File: config.mk
export PLATFORM = sky130hd
export DESIGN_NAME = opu_sqrt
export DESIGN_NICKNAME = d
export VERILOG_FILES = /design/src/sv/optimizer_param_update_unit_macros.svh /design/src/sv/opu_pkg.sv /design/src/sv/opu_sqrt.sv
export SDC_FILE = /design/constraint.sdc
export NUM_CORES = 2
export LEC_CHECK = 0
export ABC_AREA = 1
export BUFFER_PORTS_ARGS = -buffer_cell sky130_fd_sc_hd__buf_4
export CORE_MARGIN = 10
export CORE_UTILIZATION = 58
export CTS_BUF_LIST = sky130_fd_sc_hd__clkbuf_8
export DETAILED_ROUTE_END_ITERATION = 7
export PLACE_DENSITY_LB_ADDON = 0.3
export SETUP_SLACK_MARGIN = 0.15
export SYNTH_ARGS = -nofsm -noshare
export SYNTH_HDL_FRONTEND = slang
export SYNTH_SLANG_ARGS = --single-unit
File: constraint.sdc
create_clock -name clock -period 9.8 [get_ports clock]
set_clock_uncertainty 0.05 [all_clocks]
set_input_delay 1.47 -clock clock [delete_from_list [all_inputs] [get_ports clock]]
set_output_delay 1.47 -clock clock [all_outputs]
set_load 0.01 [all_outputs]
File: src/sv/optimizer_param_update_unit_macros.svh
// Assertion macros for the optimizer update block.
// Included by the modules that carry concurrent checks; no other dependencies.
`ifndef OPTIMIZER_PARAM_UPDATE_UNIT_MACROS_SVH
`define OPTIMIZER_PARAM_UPDATE_UNIT_MACROS_SVH
`ifndef ASSERT_OFF
// check sampled on the rising clock edge, off while reset is high
`define OPU_ASSERT(lbl, clk, rst, prop) \
   lbl: assert property (@(posedge clk) disable iff (rst) prop) \
      else $error("optimizer update check failed");
// check sampled on the rising clock edge, also during reset
`define OPU_ASSERT_ALWAYS(lbl, clk, prop) \
   lbl: assert property (@(posedge clk) prop) \
      else $error("optimizer update check failed");
`else
`define OPU_ASSERT(lbl, clk, rst, prop)
`define OPU_ASSERT_ALWAYS(lbl, clk, prop)
`endif
`endif

File: src/sv/opu_pkg.sv
`timescale 1ns / 1ps
// Shared types and constants of the optimizer update pipeline.
// No dependencies; used by opu_sqrt, opu_div and the top level.
package opu_pkg;

   // data format
   localparam int DATA_W  = 32;
   localparam int VAL_W   = DATA_W - 1;
   localparam int FRAC_W  = 24;
   localparam int LR_W    = 24;
   localparam int BETA_W  = 16;
   localparam int CORR_W  = 28;
   localparam int EPS_W   = 24;
   localparam int MODE_W  = 3;
   localparam int IDX_W   = 3;
   localparam int CSR_W   = 28;
   localparam int UPD_W   = DATA_W + 1;

   // square root unit: root of (x << FRAC_W), x below 2^31
   localparam int ROOT_W     = 28;
   localparam int SQ_IN_W    = 2 * ROOT_W;
   localparam int REM_W      = ROOT_W + 2;
   localparam int SQ_PER     = 4;
   localparam int SQ_STAGES  = ROOT_W / SQ_PER;

   // divider: lr * numerator / (root + eps)
   localparam int NUM_W      = 56;
   localparam int DEN_W      = ROOT_W + 1;
   localparam int DIV_PER    = 7;
   localparam int DIV_STAGES = NUM_W / DIV_PER;

   // update rules
   localparam logic [MODE_W-1:0] MODE_SGD      = 3'd0;
   localparam logic [MODE_W-1:0] MODE_MOMENTUM = 3'd1;
   localparam logic [MODE_W-1:0] MODE_RMSPROP  = 3'd2;
   localparam logic [MODE_W-1:0] MODE_ADAM     = 3'd3;
   localparam logic [MODE_W-1:0] MODE_AMSGRAD  = 3'd4;

   // register indexes
   localparam logic [IDX_W-1:0] CSR_MODE  = 3'd0;
   localparam logic [IDX_W-1:0] CSR_BETA1 = 3'd1;
   localparam logic [IDX_W-1:0] CSR_BETA2 = 3'd2;
   localparam logic [IDX_W-1:0] CSR_EPS   = 3'd3;
   localparam logic [IDX_W-1:0] CSR_LR    = 3'd4;
   localparam logic [IDX_W-1:0] CSR_BC1   = 3'd5;
   localparam logic [IDX_W-1:0] CSR_BC2   = 3'd6;

   // register reset values
   localparam logic [MODE_W-1:0] MODE_RST  = MODE_ADAM;
   localparam logic [BETA_W-1:0] BETA1_RST = 16'd58982;
   localparam logic [BETA_W-1:0] BETA2_RST = 16'd65470;
   localparam logic [EPS_W-1:0]  EPS_RST   = 24'd1;
   localparam logic [LR_W-1:0]   LR_RST    = 24'd16777;
   localparam logic [CORR_W-1:0] BC1_RST   = 28'd655360;
   localparam logic [CORR_W-1:0] BC2_RST   = 28'd65536000;

   typedef struct packed {
      logic signed [DATA_W-1:0] weight;
      logic signed [DATA_W-1:0] gradient;
      logic signed [DATA_W-1:0] first_moment;
      logic [VAL_W-1:0]         second_moment;
      logic [VAL_W-1:0]         max_second_moment;
   } req_type;

   typedef struct packed {
      logic signed [DATA_W-1:0] new_weight;
      logic signed [DATA_W-1:0] new_first_moment;
      logic [VAL_W-1:0]         new_second_moment;
      logic [VAL_W-1:0]         new_max_second_moment;
      logic                     saturated;
   } rsp_type;

   // what travels beside the root and divide units
   typedef struct packed {
      logic [MODE_W-1:0]        mode;
      logic signed [DATA_W-1:0] w;
      logic signed [DATA_W-1:0] m_out;
      logic [VAL_W-1:0]         v_out;
      logic [VAL_W-1:0]         vmax_out;
      logic                     neg;
      logic                     clip;
      logic [VAL_W-1:0]         upd_lin;
      logic [NUM_W-1:0]         num;
      logic                     num_zero;
      logic                     den_zero;
   } side_type;

endpackage

File: src/sv/opu_sqrt.sv
`timescale 1ns / 1ps
// Pipelined floor square root of (x << FRAC_W), four root bits per stage.
// Depends on opu_pkg.
module opu_sqrt (
   input  logic                          clock,
   input  logic                          en,
   input  logic [opu_pkg::VAL_W-1:0]     x_in,
   input  opu_pkg::side_type             side_in,
   output logic [opu_pkg::ROOT_W-1:0]    root_out,
   output opu_pkg::side_type             side_out
);
   import opu_pkg::*;

   typedef struct packed {
      logic [SQ_IN_W-1:0] opnd;
      logic [REM_W-1:0]   rem;
      logic [ROOT_W-1:0]  root;
      side_type           side;
   } sq_st_type;

   // restoring digit steps, two operand bits per root bit
   function automatic sq_st_type sq_step(sq_st_type s);
      sq_st_type          r;
      logic [REM_W+1:0]   r2;
      logic [REM_W+1:0]   trial;
      r = s;
      for (int j = 0; j < SQ_PER; j++) begin
         r2     = {r.rem, r.opnd[SQ_IN_W-1 -: 2]};
         trial  = {2'b00, r.root, 2'b01};
         r.opnd = {r.opnd[SQ_IN_W-3:0], 2'b00};
         if (r2 >= trial) begin
            r2     = r2 - trial;
            r.root = {r.root[ROOT_W-2:0], 1'b1};
         end else begin
            r.root = {r.root[ROOT_W-2:0], 1'b0};
         end
         r.rem = r2[REM_W-1:0];
      end
      return r;
   endfunction

   sq_st_type st_ff [SQ_STAGES];
   sq_st_type st_in [SQ_STAGES];
   sq_st_type first;

   // operand in Q form, shifted up by the fraction width
   always_comb begin
      first.opnd = SQ_IN_W'({x_in, {FRAC_W{1'b0}}});
      first.rem  = '0;
      first.root = '0;
      first.side = side_in;
   end

   for (genvar k = 0; k < SQ_STAGES; k++) begin : g_stage
      if (k == 0) begin : g_head
         assign st_in[k] = sq_step(first);
      end else begin : g_body
         assign st_in[k] = sq_step(st_ff[k-1]);
      end
      always_ff @(posedge clock) begin
         if (en) begin
            st_ff[k] <= st_in[k];
         end
      end
   end

   assign root_out = st_ff[SQ_STAGES-1].root;
   assign side_out = st_ff[SQ_STAGES-1].side;

endmodule

==> summary.md <==
| Metric | Value |
|---|---|
| Top FF cell, synth | edfxtp_1 |
| Met2 wire length | 116000 µm |
| Worst Setup Slack, final | 417.1 ps |
| Setup TNS | 0 ps |
| Drc violations | 0 |
| Port bufs | 500 |
| Worst setup EP type | register |
| Fmax | 106.6 MHz |
| Endpoints failing setup | 0 |
| Net count after synthesis | 9723 |
| Largest net degree at the start of global routing | 196 |
| RSZ-0062 raised after global routing | yes |
| Ys Warns | 0 |
| Post-Route M1 WL | 111500 µm |
| Area leader, netlist | edfxtp_1 |
| Synthesis-to-layout area growth | 17.49% |
| Total track usage | 27.81% |
| Mapped Cells | 9063 |
| Nets@finish | 10938 |
| Dpl hpwl | 194300 µm |
| Core area | 160200 µm² |
| Vias in the first global route | 65176 |
| Placed Cells | 12084 |
| Crit-path leading delay family | simple AND/OR/NAND/NOR gates |
| FF-to-FF Start | st_ff[4][220] |
| Most frequent cells after synthesis | 2243 x nand2_1, 1878 x edfxtp_1, 1038 x inv_1, 817 x nor2_1, 567 x nand3_1 |
| Max FFs per register | 1878 |
| Count leader, synth | nand2_1 |
| Synth Area in Compound Gates | 6.587% |
| Crit path required time | 10510 ps |
| WP buf/inv | 16 |
| Biggest register | st_ff |
| Via-to-Cell Ratio | 5.522 |
| Initial antenna violation count | 11 |
| EDFF count, synth | 1878 |
| Seq/Total Area, Yosys | 60.53% |
| Final wirelength | 255600 µm |
| Worst-case clock buffer depth | 4 |
| Critical Path AT | 10090 ps |
| Startpoint Class | register |
| Worst-case reg-to-reg path depth | 68 |
| Netlist Area Pre-Place | 93170 µm² |
| Status | finished clean |
| Hold endpoint | st_ff[1][314] |
| Post-route ant nets | 0 |
| Highest routed layer | met5 |
| Io pins | 501 |
| Slowest stage delay, CP | 410 ps |
| CP max stage cell | edfxtp_1 |
| Pwr dens | 311.3 nW/µm² |
| Crit Path Max Fanout | 11 |
| Worst-Margin Slew | 1058 ps |
| Hold_sp | st_ff[0][306] |
| Iter 0 DRT Violations | 7558 |
| Tcrit/Tclk final | 95.74% |
| Distinct cell type count after synthesis | 67 |
| Crit Path Category | reg -> reg |
| Final Cell Area | 109500 µm² |
| Root Driver | clkbuf_8 |
| Crit path time final | 9383 ps |
| R2R Path End | st_ff[5][265] |
| Max cap viols | 0 |
| WL/cell | 20.22 µm |
| DR WL met3 | 20060 µm |
| DR pass1 iterations | 7 |
| Post-synthesis simple-gate area fraction | 19.21% |
| Largest registers | st_ff: 1878 flops |
| Power Total | 34.08 mW |
| GRT overflow | 0 |
| R2R Setup Slk | 420 ps |
| Fraction of synthesized area in multiplexers | 0% |
| Worst hold path depth | 0 |
| Max-Slew Margin vs Limit | 29.46% |
| Max-slew violation count | 0 |
| Hold WS | 310.0 ps |
| Register bit total from synthesis | 1878 |
| CTS sink count | 1878 |
| Post-Place Setup Slack | -372.2 ps |
| Max rail drop VDD | 0.3539 mV |
| Largest family of logic cells by synthesized area | simple AND/OR/NAND/NOR gates |
| Async set-reset flop share out of synthesis | 0% |
| Die area | 177100 µm² |
| CTS tree | built |
| Final std cells w/o fill | 12644 |
| Clk_lat worst skew | 1020 ps |
| Most used cell, CP | nand2_2 |
| Hold Path Class | reg -> reg |
| Synth Area in Adders | 5.490% |
| Fin. Hold Viols | 0 |
| Pleak | 46.41 nW |
| Mean Syn Cell Area | 10.28 µm² |
| Inserted Clock Buffers | 307 |
| Chip height | 420.8 µm |
| Initial core utilization | 58.16% |
| Htree depth | 5 |
| Vias | 69823 |
| Post-layout util | 68.33% |
| Post-synth top area share | 60.53% |
| Die Span X | 420.8 µm |
| Row count | 147 |
| First-pass GRT wire length | 379900 µm |
| Xor/xnor share of the synthesized area | 3.269% |
| Synth area leaders | edfxtp_1 61%, nand2_1 9.0%, ha_1 5.4%, inv_1 4.2%, nor2_1 3.3% |
| Clock transition at path regs | 70 ps |
| Area after DPL | 102700 µm² |
| Gpl congestion | 0.9818 |
| Proportion of layout cells with a drive suffix above 1 | 16.64% |
kinds of logic after synthesis:
kind of cell / after synthesis
adders and majority gates: 407
AOI/OAI and AO/OA: 1131
xor gates and xnor gates: 346
and+or+nand+nor: 4139
DFF: 1878
buffers and inverters: 1162
routing by layer:
| metal | global-route usage (%) | up-vias |
|---|---|---|
| li1 | - | 33560 |
| met1 | 39.83 | 32960 |
| met2 | 43.38 | 2832 |
| met3 | 4.744 | 469 |
| met4 | 9.169 | 2 |
| met5 | 0 | - |
layout make-up:
cell class	instances	area [µm²]
multi-input combinational	6024	32950
tap	2160	2703
clock inverter	195	1177
sequential	1878	56390
clock buffer	311	4280
antenna	9	22.52
fill	11864	50730
timing repair buffer	1003	7913
inverter	1064	4029
how the worst max path moves through the flow:
stage / start / endpoint / slack (ps) / cells past startpoint
floorplan: st_ff[3][220] / st_ff[4][264] / 160 / 69
global placement: st_ff[4][220] / st_ff[5][261] / 20 / 71
detailed placement: st_ff[4][220] / st_ff[5][260] / -370 / 72
CTS: st_ff[3][222] / st_ff[4][261] / 150 / 61
global route: st_ff[4][220] / st_ff[5][272] / -10 / 68
finish: st_ff[4][220] / st_ff[5][265] / 420 / 68
power by group:
part           total [mW]  leakage (nW)  switching, mW  internal [mW]
Combinational        17.4          25.1           11.3           6.12
Clock                6.26          3.09           2.98           3.28
Sequential           10.4          18.2          0.478           9.95
layout by cell type, fill, tap and decap left out, types with 14 or more instances in the layout:
master and n:
nand2_1 2215, edfxtp_1 1878, inv_1 1111, buf_4 964, nor2_1 810, nand3_1 562, a21oi_1 423, ha_1 392
o21ai_0 389, clkbuf_8 311, xor2_1 187, xnor2_1 157, nand4_1 146, nor3_1 77, o21ai_1 73, clkinv_1 64
nand2_2 63, nand3b_1 50, a21oi_2 39, nand3_2 38, or2_2 34, nor2_2 34, a31oi_1 33, o21ai_2 28
nor2_4 25, o21a_1 23, inv_2 23, nor4_1 21, clkinv_2 21, a21o_1 19, nand2_4 18, o21bai_1 17
buf_12 16, buf_6 14
timing repair:
| action | 4_1_cts | 5_1_grt |
|---|---|---|
| pin swaps | 6 | 70 |
| resized for setup | 28 | 253 |
| hold buffers | 0 | 0 |
| setup endpoints to repair | 52 | 114 |
| buffers inserted | 5 | 32 |
| cloned | 0 | 8 |
No activity file was read; power rests on OpenSTA's default activity.
